===== config.mk =====
export PLATFORM = sky130hd
export DESIGN_NAME = igcl_cmd_fifo
export DESIGN_NICKNAME = d
export VERILOG_FILES = /design/src/assert_macros.svh /design/src/igcl_pkg.sv /design/src/igcl_cmd_fifo.sv
export SDC_FILE = /design/constraint.sdc
export NUM_CORES = 1
export LEC_CHECK = 0
export ABC_AREA = 1
export BUFFER_PORTS_ARGS = -buffer_cell sky130_fd_sc_hd__buf_4
export CORE_MARGIN = 2
export CORE_UTILIZATION = 51
export DETAILED_ROUTE_END_ITERATION = 10
export PLACE_DENSITY = 0.75
export SYNTH_ARGS = -nofsm -noshare
export SYNTH_HDL_FRONTEND = slang
export SYNTH_SLANG_ARGS = --single-unit

===== constraint.sdc =====
create_clock -name i_clk -period 9.3 [get_ports i_clk]
set_clock_uncertainty 0.15 [all_clocks]
set_input_delay 1.395 -clock i_clk [delete_from_list [all_inputs] [get_ports i_clk]]
set_output_delay 1.395 -clock i_clk [all_outputs]
set_load 0.1 [all_outputs]

===== src/assert_macros.svh =====
// ============================================================================
// Assertion macros
// Shared concurrent assertion forms for the cell locator checks.
// ============================================================================
`ifndef ASSERT_MACROS_SVH
`define ASSERT_MACROS_SVH

// Same-cycle implication, disabled while reset is asserted.
`define ASSERT_IMP(lbl, clk, rst_n, ante, cons, msg) \
    lbl: assert property (@(posedge clk) disable iff (!rst_n) (ante) |-> (cons)) \
        else $error(msg);

// Next-cycle implication, disabled while reset is asserted.
`define ASSERT_NXT(lbl, clk, rst_n, ante, cons, msg) \
    lbl: assert property (@(posedge clk) disable iff (!rst_n) (ante) |=> (cons)) \
        else $error(msg);

`endif


===== src/igcl_pkg.sv =====
// ============================================================================
// igcl_pkg
// Types and constants shared by the irregular grid cell locator modules.
// ============================================================================
`timescale 1ns / 1ps

package igcl_pkg;

    localparam int COORD_W = 32;
    localparam int PARTS_W = 7;
    localparam int SQ_W    = 2 * PARTS_W;

    localparam logic [COORD_W-1:0] ONE_FIXED = 32'h8000_0000;

    localparam logic STATUS_OK    = 1'b0;
    localparam logic STATUS_RANGE = 1'b1;

    typedef enum logic [2:0] {
        OP_LOAD_X = 3'd0,
        OP_LOAD_Y = 3'd1,
        OP_PLACE  = 3'd2,
        OP_READ   = 3'd3,
        OP_CLEAR  = 3'd4,
        OP_RECT   = 3'd5
    } t_op;

    typedef struct packed {
        t_op                op;
        logic               status;
        logic [7:0]         index;
        logic [COORD_W-1:0] x_lo;
        logic [COORD_W-1:0] y_lo;
        logic [COORD_W-1:0] x_hi;
        logic [COORD_W-1:0] y_hi;
        logic [PARTS_W-1:0] parts;
    } t_cmd;

    typedef struct packed {
        logic               start;
        logic [COORD_W-1:0] key_x;
        logic [COORD_W-1:0] key_y;
        logic [PARTS_W-1:0] parts;
        logic               wr_en;
        logic               wr_y;
        logic [7:0]         wr_addr;
        logic [COORD_W-1:0] wr_data;
    } t_loc_req;

    typedef struct packed {
        logic               done;
        logic [PARTS_W-1:0] col;
        logic [PARTS_W-1:0] row;
    } t_loc_rsp;

    typedef struct packed {
        logic [3:0]  col_lo;
        logic [3:0]  row_lo;
        logic [3:0]  col_hi;
        logic [3:0]  row_hi;
        logic [7:0]  cell_id;
        logic [19:0] slot;
        logic [19:0] count;
        logic        status;
    } t_result;

endpackage


===== src/igcl_cmd_fifo.sv =====
// ============================================================================
// igcl_cmd_fifo
// Two-entry command queue between the front end and the execution back end.
// ============================================================================
`timescale 1ns / 1ps

module igcl_cmd_fifo import igcl_pkg::*; (
    input  logic i_clk,
    input  logic i_rst_n,
    input  logic i_push,
    input  t_cmd i_cmd,
    input  logic i_pop,
    output t_cmd o_head,
    output logic o_empty,
    output logic o_full
);

    t_cmd       r_mem [2];
    logic       r_wp;
    logic       r_rp;
    logic [1:0] r_cnt;

    always_ff @(posedge i_clk) begin
        if (!i_rst_n) begin
            r_wp  <= 1'b0;
            r_rp  <= 1'b0;
            r_cnt <= 2'd0;
        end else begin
            if (i_push) begin
                r_wp <= ~r_wp;
            end
            if (i_pop) begin
                r_rp <= ~r_rp;
            end
            if (i_push && !i_pop) begin
                r_cnt <= r_cnt + 2'd1;
            end else if (i_pop && !i_push) begin
                r_cnt <= r_cnt - 2'd1;
            end
        end
    end

    always_ff @(posedge i_clk) begin
        if (i_push) begin
            r_mem[r_wp] <= i_cmd;
        end
    end

    assign o_head  = r_mem[r_rp];
    assign o_empty = (r_cnt == 2'd0);
    assign o_full  = (r_cnt == 2'd2);

endmodule


==> flow_metrics.tcl <==
set metrics [dict create \
    core_region_area_sq_um 20960 \
    worst_path_most_repeated_cell "sky130_fd_sc_hd__buf_4" \
    rsz0062_at_grt "no" \
    start_kind "flip-flop" \
    vdd.ir_drop.worst_v 0.0002233 \
    setup_viol_count_final 0 \
    max_freq_mhz 216.3 \
    netlist_area_sq_um 10890 \
    worst-path-max-fanout 75 \
    routed_wirelength_um 21630 \
    ios 300 \
    multi_input_area_sq_um 1760 \
    die_height_um 150.1 \
    num_antenna_cells 0 \
    critical_path_class "flip-flop to primary output" \
    cp.buffers_inverters 2 \
    number_of_global_route_vias_before_repair 5800 \
    grtUsageTotal_pct 17.75 \
    rows 53 \
    buffer_levels_on_the_longest_clock_path 3 \
    clock_tree_from_tritoncts "yes" \
    storage_cell_area_sq_um 8932 \
    switching_share_pct 30.31 \
    max_slew_margin_pct 17.84 \
    dr.first_iter.drc_count 265 \
    cts_hold_repair.buffers 0 \
    cpPeakStageDelay_ns 0.97 \
    synth.ff_latch_count 299 \
    cellInternalPower_mw 2.355 \
    post_route_drc_violation_count 0 \
    drt.antenna.violating_nets 0 \
    clock_latency_ns 0.52 \
    synth_area_per_cell_sq_um 22.12 \
    layout.cells.most_common_list "sky130_fd_sc_hd__buf_4, sky130_fd_sc_hd__edfxtp_1, sky130_fd_sc_hd__mux2_2" \
    number_of_unique_standard_cell_types_used_by_synthesis 13 \
    detail_route.first_pass.iterations 4 \
    place.detailed.hpwl_um 14250 \
    share_clk_of_total_power_pct 31.8 \
    min_cycle_time_layout_ns 4.623 \
    clk_transition_reported_paths_ns 0.06 \
    fraction_of_layout_instances_using_a_drive_strength_above_1_pct 58.94 \
    synth_sequential_area_ratio_pct 82.02 \
    dpl.cell_count 1054 \
    worstMarginPinSlew_ns 1.232 \
    cts.sinks 299 \
    p_comb_share_pct 21.2 \
    number_of_nets_produced_by_synthesis 644 \
    total_negative_setup_slack_ns 0 \
    globalplace.congestion 0.7421 \
    power_leakage_nw 5.318 \
    wl_per_cell_um 19.61 \
    p_per_area_nw_per_um2 237.8 \
    place.port_buffers 299 \
    dpl_worst_slack_ns 5.112 \
    post_cts_resized 0 \
    area_growth_pct 30.55 \
    mostFrequentLayoutCell "sky130_fd_sc_hd__buf_4" \
    timing_max_transition_violations_final 0 \
    setup.worst_path.end_class "primary output" \
    initial_standard_cell_utilization_of_the_core_pct 51.95 \
    critPathSlowestCell "sky130_fd_sc_hd__dfxtp_4" \
    post-route-period-util_pct 49.71 \
    post_synth_inst_count 492 \
    run_status "finished clean" \
    fillers 1393 \
    cts_inserted_buffers 29 \
    cts_root_buffer "sky130_fd_sc_hd__clkbuf_16" \
    setup_ws_ns 4.677 \
    crit_arrival_ns 3.08 \
    timing.critical_path.max_delay_family "buffers and inverters" \
    hold_path.class "flip-flop to flip-flop" \
    post_drt_via_cell_ratio 5.112 \
    max_capacitance_violation_count 0 \
    worst_ep_required_time_ns 7.76 \
    finish.net_count 962 \
    wire_length_of_the_first_global_routing_pass_um 30630 \
    htree_levels 1 \
    cts_setup_buffers 0 \
    dieArea_sq_um 22530 \
    overall_overflow_remaining_after_global_route 0 \
    power.sequential.fraction_pct 47.0 \
    crit_chain "buf_4 -> mux2_2 -> buf_4" \
    fin_cells 1103 \
    maximum_number_of_pins_on_one_net_before_global_route_repair 88 \
    synth.yosys.warnings 0 \
    routed-via-count 5638 \
    fp.dieW_um 150.1 \
    finalHoldViolations 0 \
    power_switching_mw 1.025 \
    grt_antenna_before_repair 0 \
]
## Yosys cell counts
cell,number,area (sq um)
sky130_fd_sc_hd__nor2_1,9,33.78
sky130_fd_sc_hd__a21oi_1,1,5.000
sky130_fd_sc_hd__nand4_1,1,6.260
sky130_fd_sc_hd__dfxtp_1,5,100.1
sky130_fd_sc_hd__buf_2,1,5.000
sky130_fd_sc_hd__buf_6,15,168.9
sky130_fd_sc_hd__o21ai_0,1,5.000
sky130_fd_sc_hd__mux2_2,147,1655
sky130_fd_sc_hd__inv_1,8,30.03
sky130_fd_sc_hd__nand2_1,8,30.03
sky130_fd_sc_hd__nand3_1,1,5.000
sky130_fd_sc_hd__ha_1,1,12.51
sky130_fd_sc_hd__edfxtp_1,294,8828
## layer usage
layer / vias to the layer above / wire length [um] / track usage (%)
met1: 2772 / 8094 / 20.53
met5: - / 0 / 0
met3: 60 / 1681 / 5.212
met4: 0 / 780 / 6.981
li1: 2576 / - / -
met2: 230 / 11070 / 31.19
## state kept, by name (all words and copies together) (netlist names), named ones only
name / flops
r_mem: 294
r_rp: 1
r_cnt: 2
r_wp: 1
## cell type report
class | instances | area share [%]
Clock buffer | 35 | 5.265
Timing Repair Buffer | 303 | 16.01
Inverter | 8 | 0.2465
Multi-Input combinational cell | 169 | 12.39
Clock inverter | 14 | 0.8188
Sequential cell | 299 | 62.85
Tap cell | 275 | 2.421
## power groups by stage
stage	clock (mW)	combinational [mW]	sequential (mW)
3_3_place_gp	0	0.709	1.61
3_5_place_dp	0	0.718	1.62
4_1_cts	1.10	0.720	1.59
5_1_grt	1.15	0.735	1.59
6_report	1.08	0.715	1.59
2_1_floorplan	0	0.561	1.61
## kinds of logic (layout without fill, tap and decap cells)
kind of cell | count (synthesis) | count (layout) | share of synthesized area [%]
AOI/OAI and AO/OA | 2 | 2 | 0.09187
and+or+nand+nor | 19 | 19 | 0.6896
muxes | 147 | 147 | 15.21
adders and majority gates | 1 | 1 | 0.1149
DFF | 299 | 299 | 82.02
buffers and inverters | 24 | 360 | 1.874
## tightest hold or removal path: cells and delay by family (launching register included)
family | cells | cell delay (ns)
DFF | 1 | 0.33
and+or+nand+nor | 2 | 0.15
## through the flow
step,cell area [sq um],hold WS (ns),utilization [%],power (mW)
5_1_grt,14210,0.3963,67.82,3.481
6_report,14210,0.3726,67.82,3.380
3_3_place_gp,13350,0.3232,63.69,2.321
4_1_cts,14210,0.3731,67.82,3.411
3_5_place_dp,13350,0.3591,63.69,2.335
2_1_floorplan,10890,0.3135,-,2.174
## final timing paths
path,startpoint,to,slack (ns),cells past startpoint
max,flip-flop,o_head[14],4.68,3
min reg2reg,r_rp,flip-flop,0.37,2
min,r_rp,flip-flop,0.37,2
max reg2reg,r_wp,r_mem[1][18],6.67,3
Power figures use the tool's default switching activity.
