==> src/assert_macros.svh <==
// ============================================================================
// Assertion macros
// Shared concurrent assertion forms for the cell locator checks.
// ============================================================================
`ifndef ASSERT_MACROS_SVH
`define ASSERT_MACROS_SVH

// Same-cycle implication, disabled while reset is asserted.
`define ASSERT_IMP(lbl, clk, rst_n, ante, cons, msg) \
    lbl: assert property (@(posedge clk) disable iff (!rst_n) (ante) |-> (cons)) \
        else $error(msg);

// Next-cycle implication, disabled while reset is asserted.
`define ASSERT_NXT(lbl, clk, rst_n, ante, cons, msg) \
    lbl: assert property (@(posedge clk) disable iff (!rst_n) (ante) |=> (cons)) \
        else $error(msg);

`endif

==> src/igcl_pkg.sv <==
// ============================================================================
// igcl_pkg
// Types and constants shared by the irregular grid cell locator modules.
// ============================================================================
`timescale 1ns / 1ps

package igcl_pkg;

    localparam int COORD_W = 32;
    localparam int PARTS_W = 7;
    localparam int SQ_W    = 2 * PARTS_W;

    localparam logic [COORD_W-1:0] ONE_FIXED = 32'h8000_0000;

    localparam logic STATUS_OK    = 1'b0;
    localparam logic STATUS_RANGE = 1'b1;

    typedef enum logic [2:0] {
        OP_LOAD_X = 3'd0,
        OP_LOAD_Y = 3'd1,
        OP_PLACE  = 3'd2,
        OP_READ   = 3'd3,
        OP_CLEAR  = 3'd4,
        OP_RECT   = 3'd5
    } t_op;

    typedef struct packed {
        t_op                op;
        logic               status;
        logic [7:0]         index;
        logic [COORD_W-1:0] x_lo;
        logic [COORD_W-1:0] y_lo;
        logic [COORD_W-1:0] x_hi;
        logic [COORD_W-1:0] y_hi;
        logic [PARTS_W-1:0] parts;
    } t_cmd;

    typedef struct packed {
        logic               start;
        logic [COORD_W-1:0] key_x;
        logic [COORD_W-1:0] key_y;
        logic [PARTS_W-1:0] parts;
        logic               wr_en;
        logic               wr_y;
        logic [7:0]         wr_addr;
        logic [COORD_W-1:0] wr_data;
    } t_loc_req;

    typedef struct packed {
        logic               done;
        logic [PARTS_W-1:0] col;
        logic [PARTS_W-1:0] row;
    } t_loc_rsp;

    typedef struct packed {
        logic [3:0]  col_lo;
        logic [3:0]  row_lo;
        logic [3:0]  col_hi;
        logic [3:0]  row_hi;
        logic [7:0]  cell_id;
        logic [19:0] slot;
        logic [19:0] count;
        logic        status;
    } t_result;

endpackage

==> src/igcl_front.sv <==
// ============================================================================
// igcl_front
// Holds the grid size register, accepts command words and classifies them.
// ============================================================================
`timescale 1ns / 1ps

module igcl_front import igcl_pkg::*; #(
    parameter int MAX_PARTS = 16
) (
    input  logic               i_clk,
    input  logic               i_rst_n,
    input  logic               i_cfg_valid,
    output logic               o_cfg_ready,
    input  logic [4:0]         i_cfg_data,
    input  logic               i_start,
    input  logic               i_busy,
    input  logic [2:0]         i_op,
    input  logic [7:0]         i_index,
    input  logic [COORD_W-1:0] i_coord_x,
    input  logic [COORD_W-1:0] i_coord_y,
    input  logic [COORD_W-1:0] i_coord_x_hi,
    input  logic [COORD_W-1:0] i_coord_y_hi,
    output logic               o_push,
    output t_cmd               o_cmd
);

    logic [4:0]         r_parts;
    logic [PARTS_W-1:0] w_parts;
    logic [SQ_W-1:0]    w_cells;
    t_op                w_op;
    logic               w_status;

    assign o_cfg_ready = 1'b1;

    always_ff @(posedge i_clk) begin
        if (!i_rst_n) begin
            r_parts <= 5'd4;
        end else if (i_cfg_valid && o_cfg_ready) begin
            r_parts <= i_cfg_data;
        end
    end

    always_comb begin
        if (r_parts < 5'd2) begin
            w_parts = PARTS_W'(2);
        end else if (PARTS_W'(r_parts) > PARTS_W'(MAX_PARTS)) begin
            w_parts = PARTS_W'(MAX_PARTS);
        end else begin
            w_parts = PARTS_W'(r_parts);
        end
    end

    assign w_cells = SQ_W'(w_parts) * SQ_W'(w_parts);
    assign w_op    = t_op'(i_op);

    always_comb begin
        unique case (w_op) inside
            OP_LOAD_X, OP_LOAD_Y: begin
                w_status = (32'(i_index) >= 32'(MAX_PARTS - 1)) ? STATUS_RANGE : STATUS_OK;
            end
            OP_READ: begin
                w_status = (SQ_W'(i_index) >= w_cells) ? STATUS_RANGE : STATUS_OK;
            end
            default: begin
                w_status = STATUS_OK;
            end
        endcase
    end

    assign o_push       = i_start && !i_busy;
    assign o_cmd.op     = w_op;
    assign o_cmd.status = w_status;
    assign o_cmd.index  = i_index;
    assign o_cmd.x_lo   = i_coord_x;
    assign o_cmd.y_lo   = i_coord_y;
    assign o_cmd.x_hi   = (i_coord_x_hi > ONE_FIXED) ? ONE_FIXED : i_coord_x_hi;
    assign o_cmd.y_hi   = (i_coord_y_hi > ONE_FIXED) ? ONE_FIXED : i_coord_y_hi;
    assign o_cmd.parts  = w_parts;

endmodule

==> config.mk <==
export PLATFORM = sky130hd
export DESIGN_NAME = igcl_front
export DESIGN_NICKNAME = d
export VERILOG_FILES = /design/src/assert_macros.svh /design/src/igcl_pkg.sv /design/src/igcl_front.sv
export SDC_FILE = /design/constraint.sdc
export NUM_CORES = 1
export LEC_CHECK = 0
export ABC_CLOCK_PERIOD_IN_PS = 7280
export BUFFER_PORTS_ARGS = -buffer_cell sky130_fd_sc_hd__buf_2
export CAP_MARGIN = 20
export CORE_AREA = 2 2 117 119
export CTS_CLUSTER_SIZE = 25
export DETAILED_ROUTE_END_ITERATION = 8
export DIE_AREA = 0 0 119 121
export HOLD_SLACK_MARGIN = 0.08
export SYNTH_ARGS = -nofsm -noshare
export SYNTH_HDL_FRONTEND = slang
export SYNTH_SLANG_ARGS = --single-unit
==> constraint.sdc <==
create_clock -name i_clk -period 7.28 [get_ports i_clk]
set_input_delay 0.728 -clock i_clk [delete_from_list [all_inputs] [get_ports i_clk]]
set_output_delay 0.728 -clock i_clk [all_outputs]
set_load 0.02 [all_outputs]
==> results of run 1 <==
-- cell families (layout without fill, tap and decap cells) --
| logic type | after synthesis | count (layout) |
|---|---|---|
| xor+xnor | 5 | 5 |
| simple gates | 126 | 126 |
| buf+inv | 102 | 180 |
| compound gates | 20 | 20 |
| fa+ha+maj | 24 | 24 |
| flops | 5 | 5 |
| mux | 6 | 6 |
| other cells | 2 | 8 |
-- routing by layer --
layer	vias to the layer above	share of wire [%]	track usage, %
li1	1053	-	-
met1	915	44	10.47
met2	108	44	12.07
met3	18	9.6	2.115
met4	0	1.6	2.009
met5	-	0	0
-- power breakdown --
group	internal (mW)	switching (mW)	leakage, nW
combinational	0.0741	0.102	1.35
sequential	0.0293	0.00274	0.0413
clock	0.0725	0.0174	0.0382
-- worst register-to-register path: stages (launching register included) --
cell and delay [ns]:
sky130_fd_sc_hd__dfxtp_1 0.48, sky130_fd_sc_hd__mux2i_1 0.12, sky130_fd_sc_hd__nor2b_1 0.11
-- through the flow --
step / hold WS [ns] / instances / power [mW] / area (sq um)
floorplan: 0.5172 / 296 / 0.2013 / 2168
global placement: 0.5567 / 546 / 0.2083 / 2565
detailed placement: 0.5579 / 546 / 0.2086 / 2565
CTS: 0.5606 / 550 / 0.2997 / 2644
global route: 0.6100 / 550 / 0.3199 / 2644
finish: 0.5519 / 550 / 0.2986 / 2644
-- worst max path at each step --
stage / startpoint / to / slack (ns) / cells past startpoint
CTS: r_parts[4]$_SDFFE_PN0P_ / o_cmd[143] / 2.40 / 17
detailed placement: r_parts[4]$_SDFFE_PN0P_ / o_cmd[143] / 2.66 / 17
global placement: r_parts[4]$_SDFFE_PN0P_ / o_cmd[143] / 2.75 / 17
finish: r_parts[4]$_SDFFE_PN0P_ / o_cmd[143] / 2.43 / 17
global route: r_parts[4]$_SDFFE_PN0P_ / o_cmd[143] / 2.14 / 17
floorplan: r_parts[4]$_SDFFE_PN0P_ / o_cmd[143] / 2.82 / 18
-- synth_stat cells, drive strengths merged (2+ instances only) --
library cell / number / area (sq um)
and2: 67 / 419.2
or3: 2 / 17.52
nor3b: 2 / 15.01
mux2i: 6 / 60.06
nand2: 8 / 30.03
buf: 81 / 605.6
xnor2: 4 / 35.03
nor4b: 2 / 17.52
o211ai: 2 / 15.01
nor2b: 8 / 50.05
fa: 2 / 40.04
a21oi: 5 / 25.02
a31oi: 3 / 33.78
inv: 10 / 37.54
clkbuf: 11 / 48.80
o21ai: 5 / 32.53
dfxtp: 5 / 100.1
nor4: 16 / 100.1
nand4: 8 / 50.05
conb: 2 / 7.510
ha: 22 / 275.3
nor2: 6 / 22.52
-- area by class of cell --
cell class	instances	area (sq um)
Fill cell	1498	10440
Multi-Input combinational cell	189	1376
Timing Repair Buffer	166	830.8
Tap cell	176	220.2
Sequential cell	5	100.1
Clock buffer	4	78.83
Inverter	10	37.54
==> results.sh, run 1 <==
export IMPL_outcome="complete, no violations"
export IMPL_r2r_setup_slack_ns=6.50
export IMPL_timing_critical_path_cells="nor2b_1 > ha_1 > ha_1 > inv_1 > fa_1 > inv_1 > ha_1 > or3_4 > a31oi_4 > nor2_1 > xnor2_1 > ha_1 > nand4_1 > o21ai_0 > a31oi_1 > o41ai_2 > buf_2"
export IMPL_largest_register_ffs=5
export IMPL_placement_io_buffers=166
export IMPL_hold_fix_buffers_cts=0
export IMPL_die_area_sq_um=14400
export IMPL_mappedNetlistArea_sq_um=2146
export IMPL_final_core_utilization_pct=20.20
export IMPL_synth_enable_flop_cells=0
export IMPL_synth_warning_count=0
export IMPL_cts_htree_levels=1
export IMPL_number_of_buffers_inserted_by_post_cts_setup_repair=0
export IMPL_achievable_frequency_mhz=206.2
export IMPL_fin_setup_tns_ns=0
export IMPL_placementRows=42
export IMPL_fin_ws_ns=2.431
export IMPL_cap_viol_max_count=0
export IMPL_detail_route_wl_per_cell_um=11.36
export IMPL_regMostFlops="r_parts"
export IMPL_grt_ovfl_total=0
export IMPL_fraction_of_registers_with_async_set_reset_pct=0
export IMPL_first_iter_violations=80
export IMPL_synth_top_family_by_area="simple AND/OR/NAND/NOR gates"
export IMPL_cts_root_to_sink_buffers=2
export IMPL_viasPerCell=3.807
export IMPL_worst_slew_margin_rel_pct=44.96
export IMPL_drt_wl_total_um=6250
export IMPL_num_io_pins=298
export IMPL_worst_r2r_path_depth=2
export IMPL_finalCriticalPeriod_ns=4.849
export IMPL_most_common_layout_cells="166 x sky130_fd_sc_hd__buf_2, 67 x sky130_fd_sc_hd__and2_1, 22 x sky130_fd_sc_hd__ha_1"
export IMPL_total_clock_sinks=5
export IMPL_instance_count_of_the_mapped_netlist=290
export IMPL_finalWeightedCongestion=0.9334
export IMPL_die_height_um=121
export IMPL_min_from="r_parts[0]$_SDFFE_PN0P_"
export IMPL_synth_adder_area_share_pct=14.69
export IMPL_critPathArrivalTime_ns=4.12
export IMPL_dieWidth_um=119
export IMPL_first_global_vias=1845
export IMPL_avgSynthCellArea_sq_um=7.399
export IMPL_hold_class="flip-flop to flip-flop"
export IMPL_synth_distinct_cells=40
export IMPL_timing_rr_start="r_parts[4]$_SDFFE_PN0P_"
export IMPL_yosys_area_share_simple_pct=35.92
export IMPL_synth_compound_area_share_pct=7.289
export IMPL_yosys_area_share_xor_xnor_pct=2.041
export IMPL_post_route_cells_drive_above_1_share_pct=46.79
export IMPL_antenna_found_initial=0
export IMPL_worst_clock_skew_ns=0
export IMPL_share_of_synthesized_area_spent_on_multiplexers_pct=2.799
export IMPL_clk_insertion_delay_late_ns=0.22
export IMPL_timing_hold_violations_final=0
export IMPL_synth_seq_cells=5
export IMPL_drt_first_pass_iters=4
export IMPL_cts_made_buffers=3
export IMPL_path_delay_family="adder cells"
export IMPL_grt_max_degree=32
export IMPL_areaGrowthSynthToFinish_pct=23.21
export IMPL_reg2reg_capture_point="r_parts[4]$_SDFFE_PN0P_"
export IMPL_synth_sequential_area_ratio_pct=4.665
export IMPL_critical_path_slowest_cell="sky130_fd_sc_hd__fa_1"
export IMPL_detailedPlacementHpwl_um=5559
export IMPL_crit_path_start_kind="flip-flop"
export IMPL_post_cts_resized=0
export IMPL_dp_slack_ns=2.656
export IMPL_routed_vias=2094
export IMPL_worst_ir_drop_vdd_mv=0.1617
export IMPL_biggestRegsByFlops="r_parts: 5 flops"
export IMPL_crit_buf_inv=3
export IMPL_leakage_component_of_the_power_nw=1.426
export IMPL_cts_tree="built"
export IMPL_critical_path_most_common_cell="sky130_fd_sc_hd__ha_1"
export IMPL_power_density_nw_per_um2=112.9
export IMPL_final_setup_viol_count=0
export IMPL_final_period_utilization_pct=66.61
export IMPL_final_common_cell="sky130_fd_sc_hd__buf_2"
export IMPL_antenna_cells=0
export IMPL_clock_root_buffer="sky130_fd_sc_hd__clkbuf_16"
export IMPL_worstHoldPathCells=2
export IMPL_rsz0062_at_grt="no"
export IMPL_critical_path_required_ns=6.55
export IMPL_worst_slew_pin_transition_ns=0.8255
export IMPL_synth_main_ff_cell="sky130_fd_sc_hd__dfxtp_1"
export IMPL_worst_setup_path_end_kind="primary output"
export IMPL_layout_nets=548
export IMPL_cts_clk_slew_worst_paths_ns=0.03
export IMPL_global_route_wire_length_before_repair_um=9239
export IMPL_core_region_area_sq_um=13090
export IMPL_timing_critical_path_slowest_cell_delay_ns=0.50
export IMPL_final_report_max_slew_violation_count=0
export IMPL_grt_total_usage_pct=7.727
export IMPL_initial_core_util_pct=16.40
export IMPL_worstHoldEndpoint="r_parts[0]$_SDFFE_PN0P_"
export IMPL_drtAntennaViolNets=0
export IMPL_drc=0
export IMPL_critical_path_peak_fanout=10
export IMPL_path_class="flip-flop to primary output"
No activity file was read; power rests on OpenSTA's default activity.
==> inputs of run 2 (changes only) <==
ABC_CLOCK_PERIOD_IN_PS = 5080   (was 7280)
clock period = 5.08 ns   (was 7.28 ns; I/O delays follow)
==> run 2 against run 1 <==
Sequential share of layout area unchanged. Non-clock buffer count unchanged. Register-to-register slack got worse by 2.2 ns. Via count decreased by 0.86%. Total power increased by 43%. Hold slack got worse by 0.061 ns. Largest power group unchanged. Highest routed layer unchanged.
==> results.sh, run 2 (same netlist as run 1, synthesis figures left out) <==
export IMPL_outcome="complete, no violations"
export IMPL_num_io_pins=298
export IMPL_grt_total_usage_pct=7.728
export IMPL_drt_first_pass_iters=4
export IMPL_die_height_um=121
export IMPL_clock_root_buffer="sky130_fd_sc_hd__clkbuf_16"
export IMPL_achievable_frequency_mhz=219.1
export IMPL_post_route_cells_drive_above_1_share_pct=46.79
export IMPL_drt_wl_total_um=6227
export IMPL_layout_nets=548
export IMPL_detail_route_wl_per_cell_um=11.32
export IMPL_wl_met3_um=474
export IMPL_final_period_utilization_pct=89.85
export IMPL_global_route_wire_length_before_repair_um=9301
export IMPL_area_used_by_sequential_logic_in_the_layout_sq_um=100.1
export IMPL_dp_slack_ns=0.6902
export IMPL_die_area_sq_um=14400
export IMPL_grt_max_degree=32
export IMPL_p_total_mw=0.4275
export IMPL_drtAntennaViolNets=0
export IMPL_cts_htree_levels=1
export IMPL_final_cell_area_sq_um=2644
export IMPL_dpl_instance_area_sq_um=2565
export IMPL_worst_clock_skew_ns=0
export IMPL_initial_core_util_pct=16.40
export IMPL_rsz0062_at_grt="no"
export IMPL_timing_critical_path_cells="nor2b_1 > ha_1 > ha_1 > inv_1 > fa_1 > inv_1 > ha_1 > or3_4 > a31oi_4 > nor2_1 > xnor2_1 > ha_1 > nand4_1 > o21ai_0 > a31oi_1 > o41ai_2 > buf_2"
export IMPL_first_iter_violations=76
export IMPL_fill_cells=1471
export IMPL_cts_clk_slew_worst_paths_ns=0.03
export IMPL_core_region_area_sq_um=13090
export IMPL_most_common_layout_cells="166 x sky130_fd_sc_hd__buf_2, 67 x sky130_fd_sc_hd__and2_1, 22 x sky130_fd_sc_hd__ha_1"
export IMPL_critical_path_peak_fanout=10
export IMPL_path_delay_family="adder cells"
export IMPL_fin_setup_tns_ns=0
export IMPL_placed_cells=546
export IMPL_timing_critical_path_slowest_cell_delay_ns=0.49
export IMPL_detailedPlacementHpwl_um=5491
export IMPL_critical_path_most_common_cell="sky130_fd_sc_hd__ha_1"
export IMPL_power_density_nw_per_um2=161.7
export IMPL_grt_ovfl_total=0
export IMPL_number_of_buffers_inserted_by_post_cts_setup_repair=0
export IMPL_timing_hold_violations_final=0
export IMPL_clk_insertion_delay_late_ns=0.23
export IMPL_crit_path_start_kind="flip-flop"
export IMPL_post_cts_resized=0
export IMPL_total_clock_sinks=5
export IMPL_drc=0
export IMPL_largest_register_ffs=5
export IMPL_crit_buf_inv=3
export IMPL_leakage_component_of_the_power_nw=1.426
export IMPL_worst_slew_margin_rel_pct=44.06
export IMPL_antenna_found_initial=0
export IMPL_detail_route_wirelength_met1_um=2888
export IMPL_top_layer="met4"
export IMPL_worst_setup_path_end_kind="primary output"
export IMPL_finalWeightedCongestion=0.9333
export IMPL_cts_root_to_sink_buffers=2
export IMPL_antenna_cells=0
export IMPL_cap_viol_max_count=0
export IMPL_areaGrowthSynthToFinish_pct=23.21
export IMPL_final_common_cell="sky130_fd_sc_hd__buf_2"
export IMPL_worst_slew_pin_transition_ns=0.8390
export IMPL_routed_vias=2076
export IMPL_cts_made_buffers=3
export IMPL_placement_io_buffers=166
export IMPL_critical_path_required_ns=4.57
export IMPL_viasPerCell=3.775
export IMPL_first_global_vias=1800
export IMPL_dieWidth_um=119
export IMPL_met2_wirelength_um=2761
export IMPL_placementRows=42
export IMPL_regMostFlops="r_parts"
export IMPL_layoutNonFillerInstCount=550
export IMPL_fin_ws_ns=0.5154
export IMPL_critPathArrivalTime_ns=4.06
export IMPL_final_setup_viol_count=0
export IMPL_cts_tree="built"
export IMPL_multi_input_comb_area_sq_um=1376
export IMPL_biggestRegsByFlops="r_parts: 5 flops"
export IMPL_hold_class="input port to flip-flop"
export IMPL_hold_fix_buffers_cts=0
export IMPL_final_report_max_slew_violation_count=0
export IMPL_finalCriticalPeriod_ns=4.565
export IMPL_critical_path_slowest_cell="sky130_fd_sc_hd__dfxtp_1"
export IMPL_path_class="flip-flop to primary output"
export IMPL_worst_ir_drop_vdd_mv=0.1922
==> run 2: cell counts in the layout (fill, tap and decap cells not counted) <==
Identical to the previous run, type by type.
==> run 2: path summary, 6_finish.rpt <==
path / start / end / slack [ns] / cells past startpoint
worst max-delay path: r_parts[4]$_SDFFE_PN0P_ / o_cmd[143] / 0.52 / 17
worst max register to register: r_parts[4]$_SDFFE_PN0P_ / r_parts[4]$_SDFFE_PN0P_ / 4.28 / 2
worst min-delay path: i_rst_n / r_parts[2]$_SDFFE_PN1P_ / 0.49 / 2
worst min register to register: r_parts[0]$_SDFFE_PN0P_ / r_parts[0]$_SDFFE_PN0P_ / 0.56 / 2
==> run 2: layout make-up <==
type                            count  area share, %
Clock buffer                        4          2.982
Inverter                           10          1.420
Multi-Input combinational cell    189          52.06
Sequential cell                     5          3.786
Tap cell                          176          8.329
Timing Repair Buffer              166          31.42
==> run 2: per-layer routing <==
metal / track usage [%] / up-vias
li1: - / 1055
met1: 10.79 / 903
met2: 11.78 / 100
met3: 2.021 / 18
met4: 1.935 / 0
met5: 0 / -
==> run 2: power by group <==
group          leakage, nW  switching [mW]  total [mW]  internal [mW]
logic                 1.35           0.147       0.252          0.106
clock network       0.0382          0.0252       0.129          0.104
registers           0.0413         0.00403      0.0460         0.0419
==> run 2: stage by stage <==
stage          util [%]  hold slack [ns]
2_1_floorplan         -           0.5172
3_3_place_gp      19.60           0.5565
3_5_place_dp      19.60           0.5567
4_1_cts           20.20           0.4888
5_1_grt           20.20           0.5005
6_report          20.20           0.4910
